`src/design/aie_pkg.sv`:
```
// ----------------------------------------------------------------------------
// aie_pkg
// Operation codes, result codes, opcode tables and item/result types shared
// by the instruction encoder files.
// ----------------------------------------------------------------------------
package aie_pkg;

    // operation codes
    localparam logic [6:0] FN_CALL  = 7'd0;
    localparam logic [6:0] FN_JMP   = 7'd1;
    localparam logic [6:0] FN_LDS   = 7'd2;
    localparam logic [6:0] FN_STS   = 7'd3;
    localparam logic [6:0] FN_MOV   = 7'd4;
    localparam logic [6:0] FN_LSL   = 7'd6;
    localparam logic [6:0] FN_ROL   = 7'd8;
    localparam logic [6:0] FN_TST   = 7'd12;
    localparam logic [6:0] FN_CLR   = 7'd15;
    localparam logic [6:0] FN_MUL   = 7'd18;
    localparam logic [6:0] FN_INC   = 7'd19;
    localparam logic [6:0] FN_POP   = 7'd28;
    localparam logic [6:0] FN_NOP   = 7'd29;
    localparam logic [6:0] FN_WDR   = 7'd35;
    localparam logic [6:0] FN_BRNE  = 7'd36;
    localparam logic [6:0] FN_BRLT  = 7'd43;
    localparam logic [6:0] FN_LDI   = 7'd44;
    localparam logic [6:0] FN_CPI   = 7'd49;
    localparam logic [6:0] FN_MOVW  = 7'd50;
    localparam logic [6:0] FN_ADIW  = 7'd51;
    localparam logic [6:0] FN_SBIW  = 7'd52;
    localparam logic [6:0] FN_OUT   = 7'd53;
    localparam logic [6:0] FN_IN    = 7'd54;
    localparam logic [6:0] FN_SBI   = 7'd55;
    localparam logic [6:0] FN_SBIS  = 7'd58;
    localparam logic [6:0] FN_SBRC  = 7'd59;
    localparam logic [6:0] FN_SBRS  = 7'd60;
    localparam logic [6:0] FN_LDD   = 7'd61;
    localparam logic [6:0] FN_STD   = 7'd62;
    localparam logic [6:0] FN_RJMP  = 7'd63;
    localparam logic [6:0] FN_RCALL = 7'd64;

    // result codes
    localparam logic [1:0] ERR_OK     = 2'd0;
    localparam logic [1:0] ERR_REG    = 2'd1;
    localparam logic [1:0] ERR_RANGE  = 2'd2;
    localparam logic [1:0] ERR_OFFSET = 2'd3;

    // fixed opcode words
    localparam logic [15:0] OP_CALL  = 16'h940E;
    localparam logic [15:0] OP_JMP   = 16'h940C;
    localparam logic [15:0] OP_LDS   = 16'h9000;
    localparam logic [15:0] OP_STS   = 16'h9200;
    localparam logic [15:0] OP_RJMP  = 16'hC000;
    localparam logic [15:0] OP_RCALL = 16'hD000;
    localparam logic [15:0] OP_MOVW  = 16'h0100;
    localparam logic [15:0] OP_ADIW  = 16'h9600;
    localparam logic [15:0] OP_SBIW  = 16'h9700;
    localparam logic [15:0] OP_OUT   = 16'hB800;
    localparam logic [15:0] OP_IN    = 16'hB000;
    localparam logic [15:0] OP_SBRC  = 16'hFC00;
    localparam logic [15:0] OP_SBRS  = 16'hFE00;
    localparam logic [15:0] OP_LDD   = 16'h8000;
    localparam logic [15:0] OP_STD   = 16'h8200;

    localparam logic [15:0] TWO_REG_BASE [0:14] = '{
        16'h2C00, 16'h0C00, 16'h0C00, 16'h1C00, 16'h1C00, 16'h1800, 16'h0800,
        16'h2000, 16'h2000, 16'h2800, 16'h2400, 16'h2400, 16'h1400, 16'h0400,
        16'h9C00
    };
    localparam logic [15:0] ONE_REG_BASE [0:9] = '{
        16'h9403, 16'h940A, 16'h9400, 16'h9401, 16'h9405, 16'h9406, 16'h9407,
        16'h9402, 16'h920F, 16'h900F
    };
    localparam logic [15:0] FIXED_WORD [0:6] = '{
        16'h0000, 16'h9508, 16'h9518, 16'h9478, 16'h94F8, 16'h9588, 16'h95A8
    };
    localparam logic [15:0] BRANCH_WORD [0:7] = '{
        16'hF401, 16'hF001, 16'hF000, 16'hF400, 16'hF002, 16'hF402, 16'hF404,
        16'hF004
    };
    localparam logic [15:0] IMM_BASE [0:5] = '{
        16'hE000, 16'h5000, 16'h4000, 16'h7000, 16'h6000, 16'h3000
    };
    localparam logic [15:0] IO_BIT_BASE [0:3] = '{
        16'h9A00, 16'h9800, 16'h9900, 16'h9B00
    };

    typedef struct packed {
        logic [6:0]         func;
        logic [4:0]         reg_d;
        logic [4:0]         reg_r;
        logic signed [16:0] number;
        logic [3:0]         bit_index;
        logic               pointer_is_y;
        logic               target_relative;
        logic [15:0]        word_address;
    } t_item;

    typedef struct packed {
        logic [15:0] instr_word;
        logic [15:0] extra_word;
        logic        has_extra;
        logic [1:0]  error_code;
    } t_result;

endpackage

```
`src/design/aie_in_if.sv`:
```
// ----------------------------------------------------------------------------
// aie_in_if
// Valid/ready channel carrying one parsed instruction word.
// ----------------------------------------------------------------------------
interface aie_in_if;
    logic               valid;
    logic               ready;
    logic [6:0]         func;
    logic [4:0]         reg_d;
    logic [4:0]         reg_r;
    logic signed [16:0] number;
    logic [3:0]         bit_index;
    logic               pointer_is_y;
    logic               target_relative;
    logic [15:0]        word_address;

    modport source (
        output valid, func, reg_d, reg_r, number, bit_index, pointer_is_y,
               target_relative, word_address,
        input  ready
    );
    modport sink (
        input  valid, func, reg_d, reg_r, number, bit_index, pointer_is_y,
               target_relative, word_address,
        output ready
    );
endinterface

```
`src/design/aie_out_if.sv`:
```
// ----------------------------------------------------------------------------
// aie_out_if
// Valid/ready channel carrying one encoded machine word result.
// ----------------------------------------------------------------------------
interface aie_out_if;
    logic        valid;
    logic        ready;
    logic [15:0] instr_word;
    logic [15:0] extra_word;
    logic        has_extra;
    logic [1:0]  error_code;

    modport source (
        output valid, instr_word, extra_word, has_extra, error_code,
        input  ready
    );
    modport sink (
        input  valid, instr_word, extra_word, has_extra, error_code,
        output ready
    );
endinterface

```
`src/design/aie_encode.sv`:
```
// ----------------------------------------------------------------------------
// aie_encode
// Combinational encoder: range checks and opcode field packing for one
// registered instruction.
// ----------------------------------------------------------------------------
module aie_encode (
    input  aie_pkg::t_item   i_item,
    output aie_pkg::t_result o_result
);
    import aie_pkg::*;

    logic [6:0]         f;
    logic [4:0]         d;
    logic [4:0]         r;
    logic signed [16:0] n;
    logic [17:0]        off_base;
    logic [17:0]        off;
    logic               off_br_ok;
    logic               off_rj_ok;
    logic               n_word_ok;
    logic               n_6bit_ok;
    logic               n_5bit_ok;
    logic               n_imm_ok;
    logic               b_ok;
    logic [15:0]        w;
    logic [15:0]        x;
    logic               two;
    logic [1:0]         err;

    assign f = i_item.func;
    assign d = i_item.reg_d;
    assign n = i_item.number;

    // branch offset relative to the following word
    assign off_base = i_item.target_relative ? 18'd0 : {2'b00, i_item.word_address};
    assign off      = {n[16], n} - off_base - 18'd1;

    assign off_br_ok = (off[17:6] == '0) || (off[17:6] == '1);
    assign off_rj_ok = (off[17:11] == '0) || (off[17:11] == '1);
    assign n_word_ok = !n[16];
    assign n_6bit_ok = (n[16:6] == '0);
    assign n_5bit_ok = (n[16:5] == '0);
    assign n_imm_ok  = (n >= -17'sd128) && (n <= 17'sd255);
    assign b_ok      = !i_item.bit_index[3];

    always_comb begin
        w   = '0;
        x   = '0;
        two = 1'b0;
        err = ERR_OK;
        r   = i_item.reg_r;
        unique case (f) inside
            [FN_CALL:FN_STS]: begin
                if (!n_word_ok) begin
                    err = ERR_RANGE;
                end else begin
                    if (f == FN_CALL)     w = OP_CALL;
                    else if (f == FN_JMP) w = OP_JMP;
                    else if (f == FN_LDS) w = OP_LDS | {7'd0, d, 4'd0};
                    else                  w = OP_STS | {7'd0, d, 4'd0};
                    x   = n[15:0];
                    two = 1'b1;
                end
            end
            [FN_MOV:FN_MUL]: begin
                if (f == FN_LSL || f == FN_ROL || f == FN_TST || f == FN_CLR) begin
                    r = d;
                end
                w = TWO_REG_BASE[4'(f - FN_MOV)] | {6'd0, r[4], d, r[3:0]};
            end
            [FN_INC:FN_POP]: begin
                w = ONE_REG_BASE[4'(f - FN_INC)] | {7'd0, d, 4'd0};
            end
            [FN_NOP:FN_WDR]: begin
                w = FIXED_WORD[3'(f - FN_NOP)];
            end
            [FN_BRNE:FN_BRLT]: begin
                if (!off_br_ok) err = ERR_OFFSET;
                else w = BRANCH_WORD[3'(f - FN_BRNE)] | {6'd0, off[6:0], 3'd0};
            end
            FN_RJMP, FN_RCALL: begin
                if (!off_rj_ok) err = ERR_OFFSET;
                else w = ((f == FN_RJMP) ? OP_RJMP : OP_RCALL) | {4'd0, off[11:0]};
            end
            [FN_LDI:FN_CPI]: begin
                if (!d[4]) begin
                    err = ERR_REG;
                end else if (!n_imm_ok) begin
                    err = ERR_RANGE;
                end else begin
                    w = IMM_BASE[3'(f - FN_LDI)] | {4'd0, n[7:4], d[3:0], n[3:0]};
                end
            end
            FN_MOVW: begin
                if (d[0] || r[0]) err = ERR_REG;
                else w = OP_MOVW | {8'd0, d[4:1], r[4:1]};
            end
            FN_ADIW, FN_SBIW: begin
                if (d[4:3] != 2'b11 || d[0]) begin
                    err = ERR_REG;
                end else if (!n_6bit_ok) begin
                    err = ERR_RANGE;
                end else begin
                    w = ((f == FN_ADIW) ? OP_ADIW : OP_SBIW)
                        | {8'd0, n[5:4], d[2:1], n[3:0]};
                end
            end
            FN_OUT, FN_IN: begin
                if (!n_6bit_ok) begin
                    err = ERR_RANGE;
                end else begin
                    w = ((f == FN_OUT) ? OP_OUT : OP_IN) | {5'd0, n[5:4], d, n[3:0]};
                end
            end
            [FN_SBI:FN_SBIS]: begin
                if (!n_5bit_ok || !b_ok) begin
                    err = ERR_RANGE;
                end else begin
                    w = IO_BIT_BASE[2'(f - FN_SBI)]
                        | {8'd0, n[4:0], i_item.bit_index[2:0]};
                end
            end
            FN_SBRC, FN_SBRS: begin
                if (!b_ok) begin
                    err = ERR_RANGE;
                end else begin
                    w = ((f == FN_SBRC) ? OP_SBRC : OP_SBRS)
                        | {7'd0, d, 1'b0, i_item.bit_index[2:0]};
                end
            end
            FN_LDD, FN_STD: begin
                if (!n_6bit_ok) begin
                    err = ERR_RANGE;
                end else begin
                    w = ((f == FN_LDD) ? OP_LDD : OP_STD)
                        | {2'd0, n[5], 1'b0, n[4:3], 1'b0, d,
                           i_item.pointer_is_y, n[2:0]};
                end
            end
            default: begin
                err = ERR_RANGE;
            end
        endcase
        if (err != ERR_OK) begin
            w   = '0;
            x   = '0;
            two = 1'b0;
        end
    end

    assign o_result.instr_word = w;
    assign o_result.extra_word = x;
    assign o_result.has_extra  = two;
    assign o_result.error_code = err;

endmodule

```
`src/design/avr_instruction_encoder_unit.sv`:
```
// path: an accepted instruction is held in the input register, then its
// encoded result is held in the result register and offered at the output
// throughput: one instruction per cycle, stalls only when both stages are full
// under output backpressure
// reset: synchronous active-low reset clears both stage valid flags, payload
// registers are not reset
// ----------------------------------------------------------------------------
// avr_instruction_encoder_unit
// Two-stage valid/ready pipeline around the combinational AVR instruction
// encoder.
// ----------------------------------------------------------------------------
module avr_instruction_encoder_unit (
    input  logic      i_clk,
    input  logic      i_rst_n,
    aie_in_if.sink    i_in,
    aie_out_if.source o_out
);
    import aie_pkg::*;

    logic    r_s1_vld;
    logic    n_s1_vld;
    t_item   r_item;
    logic    r_s2_vld;
    logic    n_s2_vld;
    t_result r_res;
    t_result w_res;
    logic    s1_adv;
    logic    in_acc;

    assign s1_adv     = !r_s2_vld || o_out.ready;
    assign i_in.ready = !r_s1_vld || s1_adv;
    assign in_acc     = i_in.valid && i_in.ready;

    assign n_s1_vld = in_acc ? 1'b1 : (s1_adv ? 1'b0 : r_s1_vld);
    assign n_s2_vld = s1_adv ? r_s1_vld : r_s2_vld;

    always_ff @(posedge i_clk) begin
        if (!i_rst_n) begin
            r_s1_vld <= 1'b0;
            r_s2_vld <= 1'b0;
        end else begin
            r_s1_vld <= n_s1_vld;
            r_s2_vld <= n_s2_vld;
        end
    end

    always_ff @(posedge i_clk) begin
        if (in_acc) begin
            r_item.func            <= i_in.func;
            r_item.reg_d           <= i_in.reg_d;
            r_item.reg_r           <= i_in.reg_r;
            r_item.number          <= i_in.number;
            r_item.bit_index       <= i_in.bit_index;
            r_item.pointer_is_y    <= i_in.pointer_is_y;
            r_item.target_relative <= i_in.target_relative;
            r_item.word_address    <= i_in.word_address;
        end
        if (s1_adv && r_s1_vld) begin
            r_res <= w_res;
        end
    end

    aie_encode u_encode (
        .i_item   (r_item),
        .o_result (w_res)
    );

    assign o_out.valid      = r_s2_vld;
    assign o_out.instr_word = r_res.instr_word;
    assign o_out.extra_word = r_res.extra_word;
    assign o_out.has_extra  = r_res.has_extra;
    assign o_out.error_code = r_res.error_code;

    a_err_clears: assert property (@(posedge i_clk) disable iff (!i_rst_n)
        (r_s2_vld && r_res.error_code != ERR_OK) |->
            (r_res.instr_word == '0 && r_res.extra_word == '0 && !r_res.has_extra))
        else $error("error result carries nonzero fields");

    a_extra_ok: assert property (@(posedge i_clk) disable iff (!i_rst_n)
        (r_s2_vld && r_res.has_extra) |->
            (r_res.error_code == ERR_OK && r_res.instr_word[15:12] == 4'h9))
        else $error("two-word result with bad opcode or error");

    a_s1_fill: assert property (@(posedge i_clk) disable iff (!i_rst_n)
        in_acc |=> r_s1_vld)
        else $error("accepted item not held in input stage");

    a_s2_fill: assert property (@(posedge i_clk) disable iff (!i_rst_n)
        (r_s1_vld && s1_adv) |=> r_s2_vld)
        else $error("encoded item lost between stages");

endmodule
```
`src/flat_wrapper.sv`:
```
// flat-port wrapper written by rule: the top's interface ports become plain ports
module avr_instruction_encoder_unit_flat import aie_pkg::*;
  (i_clk, i_rst_n, i_in_valid, i_in_func, i_in_reg_d, i_in_reg_r, i_in_number, i_in_bit_index, i_in_pointer_is_y, i_in_target_relative, i_in_word_address, i_in_ready, o_out_valid, o_out_instr_word, o_out_extra_word, o_out_has_extra, o_out_error_code, o_out_ready);
  aie_in_if i_in_i ();
  aie_out_if o_out_i ();
  input  logic i_clk;
  input  logic i_rst_n;
  input wire logic [$bits(i_in_i.valid)-1:0] i_in_valid;
  input wire logic [$bits(i_in_i.func)-1:0] i_in_func;
  input wire logic [$bits(i_in_i.reg_d)-1:0] i_in_reg_d;
  input wire logic [$bits(i_in_i.reg_r)-1:0] i_in_reg_r;
  input wire logic [$bits(i_in_i.number)-1:0] i_in_number;
  input wire logic [$bits(i_in_i.bit_index)-1:0] i_in_bit_index;
  input wire logic [$bits(i_in_i.pointer_is_y)-1:0] i_in_pointer_is_y;
  input wire logic [$bits(i_in_i.target_relative)-1:0] i_in_target_relative;
  input wire logic [$bits(i_in_i.word_address)-1:0] i_in_word_address;
  output wire logic [$bits(i_in_i.ready)-1:0] i_in_ready;
  output wire logic [$bits(o_out_i.valid)-1:0] o_out_valid;
  output wire logic [$bits(o_out_i.instr_word)-1:0] o_out_instr_word;
  output wire logic [$bits(o_out_i.extra_word)-1:0] o_out_extra_word;
  output wire logic [$bits(o_out_i.has_extra)-1:0] o_out_has_extra;
  output wire logic [$bits(o_out_i.error_code)-1:0] o_out_error_code;
  input wire logic [$bits(o_out_i.ready)-1:0] o_out_ready;
  assign i_in_i.valid = i_in_valid;
  assign i_in_i.func = i_in_func;
  assign i_in_i.reg_d = i_in_reg_d;
  assign i_in_i.reg_r = i_in_reg_r;
  assign i_in_i.number = i_in_number;
  assign i_in_i.bit_index = i_in_bit_index;
  assign i_in_i.pointer_is_y = i_in_pointer_is_y;
  assign i_in_i.target_relative = i_in_target_relative;
  assign i_in_i.word_address = i_in_word_address;
  assign i_in_ready = i_in_i.ready;
  assign o_out_valid = o_out_i.valid;
  assign o_out_instr_word = o_out_i.instr_word;
  assign o_out_extra_word = o_out_i.extra_word;
  assign o_out_has_extra = o_out_i.has_extra;
  assign o_out_error_code = o_out_i.error_code;
  assign o_out_i.ready = o_out_ready;
  avr_instruction_encoder_unit u_core (.i_clk(i_clk), .i_rst_n(i_rst_n), .i_in(i_in_i), .o_out(o_out_i));
endmodule
```
`config.mk`:
```
export PLATFORM = sky130hd
export DESIGN_NAME = avr_instruction_encoder_unit_flat
export DESIGN_NICKNAME = d
export VERILOG_FILES = /design/src/design/aie_pkg.sv /design/src/design/aie_in_if.sv /design/src/design/aie_out_if.sv /design/src/design/aie_encode.sv /design/src/design/avr_instruction_encoder_unit.sv /design/src/flat_wrapper.sv
export SDC_FILE = /design/constraint.sdc
export NUM_CORES = 1
export LEC_CHECK = 0
export ABC_AREA = 0
export BUFFER_PORTS_ARGS = -buffer_cell sky130_fd_sc_hd__buf_4
export CAP_MARGIN = 20
export CORE_ASPECT_RATIO = 0.5
export CORE_MARGIN = 3
export CORE_UTILIZATION = 40
export CTS_CLUSTER_DIAMETER = 150
export CTS_CLUSTER_SIZE = 16
export DETAILED_ROUTE_END_ITERATION = 8
export HOLD_SLACK_MARGIN = 0.15
export PLACE_DENSITY_LB_ADDON = 0.08
export SKIP_CTS_REPAIR_TIMING = 1
export SYNTH_ARGS = -nofsm -noshare
export SYNTH_HDL_FRONTEND = slang
export SYNTH_SLANG_ARGS = --single-unit
export TNS_END_PERCENT = 10
```
`constraint.sdc`:
```
create_clock -name i_clk -period 8.5 [get_ports i_clk]
set_clock_uncertainty 0.2 [all_clocks]
set_input_delay 1.7 -clock i_clk [delete_from_list [all_inputs] [get_ports i_clk]]
set_output_delay 1.7 -clock i_clk [all_outputs]
set_load 0.03 [all_outputs]
```
; ---- Yosys cells after proc, flatten, opt, wreduce, memory -nomap -nowiden
; Memories as Yosys holds them, arrays and structs flattened.
; Index checks and enable logic that the tools add are counted.
[word_totals]
reg_bits = 93
mem_bits_ro = 896
in_bits = 60
output_inout_bits = 37
mem_count = 5
[op_classes]
n_addsub = 8
order_cmp = 22
eq_ne = 20
muxes = 51
bitwise = 17
n_reduce_logical = 39
[mem_list]
columns = memory, depth, width, read_ports, rd_ports_with_merged_regs, write_ports, line_no
row1 = (no name shown), 16, 16, 1, 0, 0, aie_encode.sv:72  ; w = ONE_REG_BASE[4'(f - FN_INC)] | {7'd0, d, 4'd0};
row2 = (no name shown), 16, 16, 1, 0, 0, aie_encode.sv:69  ; w = TWO_REG_BASE[4'(f - FN_MOV)] | {6'd0, r[4], d, r[3:0]};
row3 = (no name shown), 8, 16, 1, 0, 0, aie_encode.sv:91  ; w = IMM_BASE[3'(f - FN_LDI)] | {4'd0, n[7:4], d[3:0], n[3:0]};
row4 = (no name shown), 8, 16, 1, 0, 0, aie_encode.sv:79  ; else w = BRANCH_WORD[3'(f - FN_BRNE)] | {6'd0, off[6:0], 3'd0};
row5 = (no name shown), 8, 16, 1, 0, 0, aie_encode.sv:75  ; w = FIXED_WORD[3'(f - FN_NOP)];
[ops]
columns = operator, count
row1 = $mux 16, 25
row2 = $pmux 16 s13, 1
row3 = $eq 7x6->1 const B, 10
row4 = $bmux 16 s2, 1
row5 = $or 16x10->16, 2
row6 = $or 16x12->16, 2
row7 = $or 16x8->16, 2
row8 = $or 16x9->16, 2
row9 = $mux 10, 3
row10 = $le 7x6->1 const B, 4
row11 = $logic_not 12->1, 2
row12 = $eq 7x4->1 const B, 3
row13 = $ge 7x6->1 const B, 3
row14 = $pmux 2 s10, 1
row15 = $mux 2, 9
row16 = $mux 9, 2
row17 = $sub 18x1->18 const B, 1
row18 = $sub 18x18->18, 1
row19 = $ge 17x8->1 const B, 1
row20 = $le 17x9->1 const B, 1
row21 = $or 16x11->16, 1
row22 = $or 16x14->16, 1
row23 = $eq 7x7->1 const B, 2
row24 = $ge 7x5->1 const B, 2
row25 = other kinds (34), 75

; ---- Longest topological paths before layout
; Gate-level depths: netlist of the first run.
[depth]
ltp_word = 9
mapped_depth = 14
ltp_nobuf = 12

; ---- By module
; Synthesis of the first run repeated with hierarchy kept, for this count alone.
[hier_totals]
hier_cells = 563
area_unflattened_um2 = 5974.5
[by_module_without_submodules]
columns = module, instances, cells_per_inst, area_each_um2
row1 = aie_encode, 1, 463, 3138.0
row2 = avr_instruction_encoder_unit, 1, 100, 2836.5

; ---- Worst setup path after synthesis of the first run
; Ideal clock, no wire load.
[synth_path]
path_kind = input to output
startpoint = input o_out_ready
endpoint = output i_in_ready
arrival_time_ns = 2.123
path_slack_ns = 4.477
stages = 2
path_buffers = 0
cell_sequence = nor2b_1 > nand2_1
[synth_via]
elab_chain_cells = 2
[synth_lines]
columns = element, line_no
row1 = from (decl), flat_wrapper.sv:23  ; input wire logic [$bits(o_out_i.ready)-1:0] o_out_ready;
row2 = $logic_or 1x1->1, avr_instruction_encoder_unit.sv:30  ; assign s1_adv = !r_s2_vld || o_out.ready;
row3 = $logic_or 1x1->1, avr_instruction_encoder_unit.sv:31  ; assign i_in.ready = !r_s1_vld || s1_adv;
row4 = to (decl), flat_wrapper.sv:17  ; output wire logic [$bits(i_in_i.ready)-1:0] i_in_ready;
; Every way passes these cells.

; ---- Worst setup path after layout of the first run
; Ends and elaborated chain as after synthesis.

==> flow_metrics.env, run 1 <==
export IMPL_worstSkewPairLatency_ns=0.35
export IMPL_n_antenna_cell=0
export IMPL_cap_violations=0
export IMPL_worstRegToRegCells=12
export IMPL_worstMarginPinSlew_ns=0.935
export IMPL_critPathSlowestCell="nor2b_1"
export IMPL_cts_clk_slew_worst_paths_ns=0.07
export IMPL_final_area_um2=7180
export IMPL_synth_most_common_cell="edfxtp_1"
export IMPL_avgRoutedWirePerCell_um=20.2
export IMPL_clockBufferDepth=2
export IMPL_core_um2=14600
export IMPL_synthCells=586
export IMPL_grt_setup_unrepaired="false"
export IMPL_ys_warn_count=0
export IMPL_avgViaCountPerCell=5.78
export IMPL_sw_frac_of_total_pct=30.3
export IMPL_syn_avg_cell_area_um2=10.3
export IMPL_ant_nets=0
export IMPL_die_area_um2=16700
export IMPL_grtUsageTotal_pct=21.3
export IMPL_grt_ovfl_total=0
export IMPL_combPwrFrac_pct=20.8
export IMPL_postPlaceCellArea_um2=6890
export IMPL_syn2layout_area_growth_pct=19.2
export IMPL_cts_tree="yes"
export IMPL_htreeDepth=3
export IMPL_grt_max_degree=57
export IMPL_io_pin_count=97
export IMPL_syn_nets=677
export IMPL_crit_type="in -> out"
export IMPL_worst_path_largest_cell_delay_ns=0.30
export IMPL_nets=758
export IMPL_yosysTopAreaCell="edfxtp_1"
export IMPL_seq_power_share_pct=46.8
export IMPL_dp_cells=853
export IMPL_dp_final_hpwl_mm=13.1
export IMPL_die_h_um=92.8
export IMPL_status="finished, final reports clean"
export IMPL_r2r_end="u_core.o_out.instr_word[1]"
export IMPL_power_internal_uw=831
export IMPL_ys_seq_area_share_pct=46.0
export IMPL_worstSetupStartpointType="primary input"
export IMPL_synth_edf_count=91
export IMPL_tns_ns=0
export IMPL_antenna_found_initial=0
export IMPL_drc=0
export IMPL_ys_async_sr_fraction_pct=0
export IMPL_grt_pass1_wl_mm=27.7
export IMPL_ys_seq_elements=93
export IMPL_cp_common_cell="buf_4"
export IMPL_yosys_top_cells_count="edfxtp_1, nand2_1, nor2_1, a21oi_1, ha_1"
export IMPL_rrSetupSlack_ns=4.26
export IMPL_gp_congestion=0.940
export IMPL_routed_wl_mm=17.6
export IMPL_first_pass_iters=5
export IMPL_path_buf_inv=2
export IMPL_stdcell_count=870
export IMPL_final_hold_viol_count=0
export IMPL_cp_startpoint="o_out_ready"
export IMPL_critical_path_top_delay_family="simple AND/OR/NAND/NOR gates"
export IMPL_grt_pass1_vias=4833
export IMPL_relSlewSlack_pct=36.8
export IMPL_power_density_nw_per_um2=166
export IMPL_post_place_ws_ns=4.19
export IMPL_power_frac_clock_pct=32.4
export IMPL_path_cells="buf_4 -> nor2b_1 -> nand2_1 -> buf_4"
export IMPL_hold_class="reg -> reg"
export IMPL_numCtsBuffers=9
export IMPL_p_leak_nw=2.69
export IMPL_drive_gt1_share_pct=21.6
export IMPL_timing_final_ws_setup_ns=4.19
export IMPL_period_minus_slack_ns=4.31
export IMPL_fmax_mhz=232
export IMPL_synth_ff_type="edfxtp_1"
export IMPL_io_buffers=96
export IMPL_slew_violations=0
export IMPL_vias=5030
export IMPL_floorplan_initialDensity_pct=41.3
export IMPL_vdd_drop_max_uv=91.6
export IMPL_setup_viol=0
export IMPL_fp_row_count=31
export IMPL_arrival_ns=2.41
export IMPL_timing_final_crit_share_pct=50.7
export IMPL_end_kind="output pin"
export IMPL_r2r_start="u_core.r_item[16]"
export IMPL_critical_path_required_ns=6.60
export IMPL_syn_area_um2=6030
export IMPL_power_switching_uw=361
export IMPL_cts_sinks=93
export IMPL_cts_root_buf="clkbuf_16"
export IMPL_crit_fanout=4
export IMPL_synthDistinctLibCells=80
export IMPL_synth_area_top_cells="edfxtp_1, ha_1, nand2_1"
export IMPL_min_from="u_core.r_s1_vld"
export IMPL_die_w_um=180
export IMPL_cp_depth=4
export IMPL_crit_end="i_in_ready"
export IMPL_drt_initial_drc_count=580
export IMPL_yosysTopAreaCellShare_pct=45.3
-- power by group through the flow --
stage          Sequential (mW)  Clock, mW  Combinational (mW)
2_1_floorplan            0.574          0               0.155
3_3_place_gp             0.569          0               0.245
3_5_place_dp             0.568          0               0.243
4_1_cts                  0.559      0.395               0.245
5_1_grt                  0.562      0.415               0.270
6_report                 0.558      0.386               0.248
-- final cells by class --
| class | instances | area (um2) |
|---|---|---|
| fill | 1398 | 7400 |
| multi-input combinational | 449 | 3060 |
| sequential | 93 | 2770 |
| timing repair buffer | 102 | 778 |
| tap | 198 | 248 |
| clock buffer | 10 | 229 |
| clock inverter | 6 | 45.0 |
| inverter | 12 | 45.0 |
-- how the worst min path moves through the flow --
| stage | end | slack (ns) | cells after the start |
|---|---|---|---|
| 6_report | u_core.o_out.valid | 0.34 | 1 |
| 2_1_floorplan | u_core.o_out.valid | 0.28 | 1 |
| 5_1_grt | u_core.o_out.valid | 0.37 | 1 |
| 3_3_place_gp | u_core.o_out.valid | 0.32 | 1 |
| 3_5_place_dp | u_core.o_out.valid | 0.32 | 1 |
| 4_1_cts | u_core.o_out.valid | 0.34 | 1 |
-- cell usage in the layout, fill, tap and decap left out, types with 7 or more instances in the layout --
cell type	n
buf_4	101
edfxtp_1	91
nand2_1	54
nor2_1	39
a21oi_1	38
ha_1	30
nand2b_1	22
and2_1	21
nand3_1	15
a31oi_1	15
o21ai_0	14
o211ai_1	13
inv_1	11
nor3_1	11
a221oi_1	10
a211oi_1	10
a21o_1	10
clkbuf_16	9
mux2i_1	8
a22oi_1	7
and3_1	7
xor2_1	7
xnor2_1	7
-- registers in the layout, summed over array words and instances (netlist names) --
register,cells
u_core.o_out.extra_word,16
u_core.o_out.valid,1
u_core.o_out.instr_word,16
u_core.o_out.has_extra,1
u_core.r_s1_vld,1
u_core.o_out.error_code,2
u_core.r_item,56
-- metal layers --
layer | track usage (%) | part of all wire (%) | up-vias
li1 | - | - | 2433
met1 | 31.5 | 49 | 2384
met2 | 30.3 | 41 | 192
met3 | 6.24 | 8.2 | 21
met4 | 5.14 | 1.4 | 0
met5 | 0 | 0 | -
-- metrics by stage --
stage	hold slack, ns	total power [mW]	utilization (%)
floorplan	0.277	0.729	-
CTS	0.342	1.20	49.1
detailed placement	0.321	0.812	47.2
global placement	0.318	0.814	47.2
global route	0.367	1.25	49.2
finish	0.338	1.19	49.2
-- cells by family (layout without fill, tap and decap cells) --
kind of cell / after synthesis / count (layout) / share of synthesized area (%)
buffers and inverters: 44 / 130 / 3.43
XOR/XNOR: 14 / 14 / 2.03
AND/OR/NAND/NOR: 214 / 214 / 18.7
flip-flops: 93 / 93 / 46.0
multiplexers: 8 / 8 / 1.33
AO/OA/AOI/OAI: 182 / 182 / 21.9
adder cells (fa/ha/maj): 31 / 31 / 6.56
Note: power is estimated with default switching activity, not from simulation.
==> run 2, diff against run 1 <==
- ABC_AREA: 0 -> 1
- clock period: 8.5 -> 4.1 ns (I/O delays scaled with it)
==> run 2 against run 1 <==
Clock power up 130%; final cell count up 33%; flip-flop and latch count unchanged; first-iteration DRC count down 14%; worst hold slack worse by 0.0085 ns; non-clock buffer count down 1; sequential power up 100%; cell area up 6.8%; critical path type is now reg -> reg; critical endpoint is now u_core.o_out.instr_word[15].
==> flow_metrics.env, run 2 <==
export IMPL_status="finished, final reports clean"
export IMPL_numCtsBuffers=9
export IMPL_ant_nets=0
export IMPL_routed_wl_mm=19.8
export IMPL_worstSkewPairLatency_ns=0.36
export IMPL_grt_ovfl_total=0
export IMPL_ys_seq_elements=93
export IMPL_ys_async_sr_fraction_pct=0
export IMPL_antenna_found_initial=0
export IMPL_p_leak_nw=3.69
export IMPL_gp_congestion=0.943
export IMPL_yosysTopAreaCell="edfxtp_1"
export IMPL_floorplan_initialDensity_pct=42.5
export IMPL_cts_root_buf="clkbuf_16"
export IMPL_yosysTopAreaCellShare_pct=42.8
export IMPL_cts_clk_slew_worst_paths_ns=0.08
export IMPL_critPathSlowestCell="fa_1"
export IMPL_ys_seq_area_share_pct=43.4
export IMPL_syn_avg_cell_area_um2=7.50
export IMPL_grt_setup_unrepaired="false"
export IMPL_synth_edf_count=91
export IMPL_die_area_um2=17600
export IMPL_final_area_um2=7670
export IMPL_arrival_ns=3.38
export IMPL_grt_pass1_wl_mm=30.7
export IMPL_mostFrequentLayoutCell="nand2_1"
export IMPL_hold_class="reg -> reg"
export IMPL_path_cells="inv_1 -> nand2_1 -> ha_1 -> fa_1 -> nand3_1 -> nand3_1 -> nand2_1 -> nand2_2 -> nand2_1 -> nand2_1 -> nand2_1 -> nand2_1 -> nand2_1 -> nor2_1 -> nand2_1 -> nand2_2 -> nand2_1 -> nand2_1 -> nor2_1 -> nor2_1"
export IMPL_period_minus_slack_ns=3.47
export IMPL_fp_row_count=31
export IMPL_avgRoutedWirePerCell_um=17.1
export IMPL_core_um2=15000
export IMPL_vias=5988
export IMPL_critical_path_required_ns=4.02
export IMPL_grt_max_degree=57
export IMPL_tns_ns=0
export IMPL_power_density_nw_per_um2=340
export IMPL_largest_reg_flops=56
export IMPL_post_place_ws_ns=0.605
export IMPL_synth_area_top_cells="edfxtp_1, nand2_1, nor2_1"
export IMPL_grtUsageTotal_pct=23.1
export IMPL_relSlewSlack_pct=62.7
export IMPL_final_hold_viol_count=0
export IMPL_ys_warn_count=0
export IMPL_io_buffers=96
export IMPL_p_total_mw=2.61
export IMPL_synth_ff_type="edfxtp_1"
export IMPL_drc=0
export IMPL_avgViaCountPerCell=5.16
export IMPL_synth_most_common_cell="nand2_1"
export IMPL_cap_violations=0
export IMPL_vdd_drop_max_uv=233
export IMPL_worst_path_largest_cell_delay_ns=0.45
export IMPL_n_antenna_cell=0
export IMPL_timing_final_ws_setup_ns=0.632
export IMPL_io_pin_count=97
export IMPL_slew_violations=0
export IMPL_cts_tree="yes"
export IMPL_end_kind="flip-flop"
export IMPL_timing_final_crit_share_pct=84.6
export IMPL_syn_nets=943
export IMPL_synthDistinctLibCells=39
export IMPL_worstSetupStartpointType="flip-flop"
export IMPL_clockBufferDepth=2
export IMPL_crit_type="reg -> reg"
export IMPL_synthCells=852
export IMPL_fmax_mhz=288
export IMPL_grt_pass1_vias=5505
export IMPL_nets=1048
export IMPL_top_register="u_core.r_item"
export IMPL_htreeDepth=3
export IMPL_worstMarginPinSlew_ns=0.556
export IMPL_postPlaceCellArea_um2=7370
export IMPL_cp_common_cell="nand2_1"
export IMPL_setup_viol=0
export IMPL_cts_sinks=93
export IMPL_syn_area_um2=6390
export IMPL_drive_gt1_share_pct=15.6
export IMPL_die_h_um=95.3
export IMPL_syn2layout_area_growth_pct=20.1
export IMPL_yosys_top_cells_count="nand2_1, nor2_1, inv_1, edfxtp_1, nand3_1"
export IMPL_crit_fanout=16
export IMPL_first_pass_iters=5
export IMPL_mostFrequentLayoutCells="nand2_1, nor2_1, inv_1"
export IMPL_die_w_um=185
export IMPL_drt_initial_drc_count=496
export IMPL_dp_final_hpwl_mm=15.7
==> run 2: routing by layer <==
| metal | share of wire (%) | wire length (um) | global-route usage, % | vias to the layer above |
|---|---|---|---|---|
| li1 | - | - | - | 2987 |
| met3 | 6.9 | 1370 | 4.95 | 16 |
| met2 | 43 | 8440 | 35.1 | 228 |
| met1 | 49 | 9780 | 34.0 | 2757 |
| met4 | 1.2 | 238 | 4.43 | 0 |
| met5 | 0 | 0 | 0 | - |
==> run 2: worst paths after layout <==
check	from	endpoint	slack, ns	depth (start not counted)
worst max register to register	u_core.r_item[16]	u_core.o_out.instr_word[15]	0.63	20
worst min register to register	u_core.o_out.valid	u_core.o_out.valid	0.33	2
worst max-delay path	u_core.r_item[16]	u_core.o_out.instr_word[15]	0.63	20
worst min-delay path	u_core.o_out.valid	u_core.o_out.valid	0.33	2
==> run 2: logic make-up (layout without fill, tap and decap cells) <==
group / count (synthesis) / after routing / share of synthesized area (%)
compound gates: 79 / 79 / 6.88
simple gates: 509 / 509 / 34.1
flops: 93 / 93 / 43.4
buf+inv: 129 / 239 / 7.86
fa+ha+maj: 31 / 31 / 6.19
xor+xnor: 11 / 11 / 1.51
==> run 2: power breakdown <==
group	internal (mW)	leakage, nW	switching (mW)
registers	1.10	0.923	0.0376
logic	0.201	2.62	0.385
clock network	0.484	0.147	0.401
==> run 2: through the flow <==
stage,utilization [%],cells,hold WS [ns]
5_1_grt,51.1,1160,0.368
3_5_place_dp,49.1,1144,0.318
3_3_place_gp,49.1,1144,0.314
2_1_floorplan,-,852,0.248
6_report,51.1,1160,0.329
4_1_cts,51.1,1160,0.331
==> run 2: area by class of cell <==
class,instances,area [um2]
tap,198,248
fill,1502,7340
inverter,122,458
sequential,93,2770
timing repair buffer,101,771
multi-input combinational,630,3120
clock buffer,11,233
clock inverter,5,67.6
==> run 2: worst max-delay path, delay by kind of cell (launching register included) <==
kind,cells,cell delay (ns)
flops,1,0.36
fa+ha+maj,2,0.72
buf+inv,1,0.37
simple gates,17,1.58
==> run 3, diff against run 2 <==
- clock period: 4.1 -> 2.99 ns (I/O delays scaled with it)
==> run 3 against run 2 <==
Utilization grew 6.5 points; clock power rose by 59%; largest power group unchanged; sequential power is 37% higher; largest cell class unchanged; critical path type unchanged; critical endpoint is now u_core.o_out.instr_word[12]; combinational power up 68%.
==> flow_metrics.env, run 3 (synthesis results as in run 2) <==
export IMPL_drt_initial_drc_count=423
export IMPL_post_place_ws_ns=-0.146
export IMPL_stdcell_count=1243
export IMPL_arrival_ns=2.94
export IMPL_cts_tree="yes"
export IMPL_sw_frac_of_total_pct=30.6
export IMPL_worstRegToRegCells=19
export IMPL_htreeDepth=3
export IMPL_n_antenna_cell=0
export IMPL_cts_root_buf="clkbuf_16"
export IMPL_drc=0
export IMPL_register_area_um2=2770
export IMPL_r2r_end="u_core.o_out.instr_word[12]"
export IMPL_cts_clk_slew_worst_paths_ns=0.07
export IMPL_grtUsageTotal_pct=23.8
export IMPL_p_total_mw=3.95
export IMPL_min_from="i_in_func[5]"
export IMPL_fillCellCount=1427
export IMPL_worstMarginPinSlew_ns=0.508
export IMPL_power_internal_mw=2.74
export IMPL_p_leak_nw=4.16
export IMPL_vdd_drop_max_uv=301
export IMPL_combPwrFrac_pct=24.9
export IMPL_vias=6344
export IMPL_path_cells="inv_2 -> buf_4 -> nand2_1 -> ha_1 -> nand2_2 -> inv_1 -> nand2_1 -> nand2_1 -> nand2_1 -> nand3_1 -> nand2_1 -> nand2_1 -> inv_1 -> nand2_1 -> nor2_1 -> nand3_1 -> nand3_2 -> nand4_4 -> nor2_1"
export IMPL_crit_fanout=8
export IMPL_die_area_um2=17600
export IMPL_floorplan_initialDensity_pct=42.5
export IMPL_antenna_found_initial=0
export IMPL_first_pass_iters=5
export IMPL_mostFrequentLayoutCells="nand2_1, buf_4, nor2_1"
export IMPL_clockBufferDepth=2
export IMPL_io_buffers=96
export IMPL_die_h_um=95.3
export IMPL_numCtsBuffers=9
export IMPL_routed_wl_mm=20.9
export IMPL_ant_nets=0
export IMPL_mostFrequentLayoutCell="nand2_1"
export IMPL_grt_ovfl_total=0
export IMPL_die_w_um=185
export IMPL_grt_pass1_wl_mm=31.6
export IMPL_hold_depth=1
export IMPL_core_um2=15000
export IMPL_power_density_nw_per_um2=457
export IMPL_cap_violations=0
export IMPL_critPathSlowestCell="edfxtp_1"
export IMPL_cts_sinks=93
export IMPL_fmax_mhz=342
export IMPL_grt_max_degree=57
export IMPL_r2r_start="u_core.r_item[16]"
export IMPL_seq_power_share_pct=39.4
export IMPL_slew_violations=0
export IMPL_io_pin_count=97
export IMPL_power_switching_mw=1.21
export IMPL_hold_end="u_core.r_item[54]"
export IMPL_avgViaCountPerCell=5.10
export IMPL_syn2layout_area_growth_pct=35.5
export IMPL_power_frac_clock_pct=35.7
export IMPL_gp_congestion=0.968
export IMPL_top_register="u_core.r_item"
export IMPL_period_minus_slack_ns=2.92
export IMPL_relSlewSlack_pct=66.0
export IMPL_worstSkewPairLatency_ns=0.36
export IMPL_final_hold_viol_count=0
export IMPL_avgRoutedWirePerCell_um=16.8
export IMPL_setup_viol=0
export IMPL_timing_final_ws_setup_ns=0.0669
export IMPL_rrSetupSlack_ns=0.07
export IMPL_critical_path_required_ns=3.01
export IMPL_timing_final_crit_share_pct=97.8
export IMPL_status="finished, final reports clean"
export IMPL_largest_reg_flops=56
export IMPL_crit_type="reg -> reg"
export IMPL_drive_gt1_share_pct=27.0
export IMPL_fp_row_count=31
export IMPL_hold_class="in -> reg"
export IMPL_cp_common_cell="nand2_1"
export IMPL_grt_setup_unrepaired="true"
export IMPL_dp_cells=1225
export IMPL_nets=1131
export IMPL_grt_pass1_vias=5908
export IMPL_end_kind="flip-flop"
export IMPL_multi_input_area_um2=3430
export IMPL_worst_path_largest_cell_delay_ns=0.38
export IMPL_dp_final_hpwl_mm=16.6
export IMPL_worstSetupStartpointType="flip-flop"
## run 3: cell count changes in the layout (fill, tap and decap cells not counted), moves of 3 or more
cell | previous run | this run
nand2_2 | 9 | 20
ha_1 | 30 | 18
nand3_1 | 69 | 65
nand3_2 | 6 | 9
nor2_1 | 132 | 123
nor2_2 | 9 | 16
nand2_1 | 245 | 232
a21oi_2 | 0 | 4
ha_4 | 0 | 11
nand2_4 | 0 | 3
a21oi_1 | 32 | 28
buf_4 | 100 | 180
## run 3: critical path, delay by kind of cell, from the launching register on
family,cells,cell delay (ns)
and+or+nand+nor,14,1.51
DFF,1,0.38
adders and majority gates,1,0.32
buffers and inverters,4,0.38
## run 3: layer usage
metal | GRT usage (%) | vias up | wire [um]
li1 | - | 3163 | -
met1 | 33.8 | 2916 | 10000
met2 | 36.4 | 230 | 8930
met3 | 5.37 | 35 | 1450
met4 | 7.49 | 0 | 484
met5 | 0 | - | 0
## run 3: area by class of cell
| type | instances | area share (%) |
|---|---|---|
| multi-input cells | 632 | 39.6 |
| clock buffers | 9 | 2.60 |
| inverters | 122 | 5.29 |
| flip-flops and latches | 93 | 32.0 |
| clock inverters | 7 | 1.59 |
| repair buffers | 182 | 16.0 |
| well taps | 198 | 2.86 |
## run 3: through the flow
step | util, % | TNS, ns | instance area (um2) | hold slack [ns]
global placement | 53.2 | -0.741 | 7980 | 0.309
finish | 57.7 | 0 | 8650 | 0.207
floorplan | - | -0.640 | 6390 | 0.248
CTS | 55.6 | -1.79 | 8350 | 0.193
global route | 57.7 | -2.65 | 8650 | 0.193
detailed placement | 53.2 | -1.42 | 7980 | 0.326
## run 3: how the worst max path moves through the flow
stage,endpoint,slack [ns],start
global route,u_core.o_out.instr_word[14],-0.16,u_core.r_item[16]
detailed placement,u_core.o_out.instr_word[11],-0.15,u_core.r_item[16]
floorplan,u_core.o_out.error_code[0],-0.02,o_out_ready
global placement,u_core.o_out.instr_word[11],-0.1,u_core.r_item[16]
finish,u_core.o_out.instr_word[12],0.07,u_core.r_item[16]
CTS,u_core.o_out.instr_word[11],-0.18,u_core.r_item[16]
## run 3: power by group through the flow
| stage | logic [mW] | clock network, mW | registers (mW) |
|---|---|---|---|
| 5_1_grt | 1.08 | 1.51 | 1.56 |
| 3_3_place_gp | 0.898 | 0 | 1.58 |
| 3_5_place_dp | 0.900 | 0 | 1.58 |
| 6_report | 0.985 | 1.41 | 1.56 |
| 2_1_floorplan | 0.499 | 0 | 1.61 |
| 4_1_cts | 0.905 | 1.45 | 1.55 |
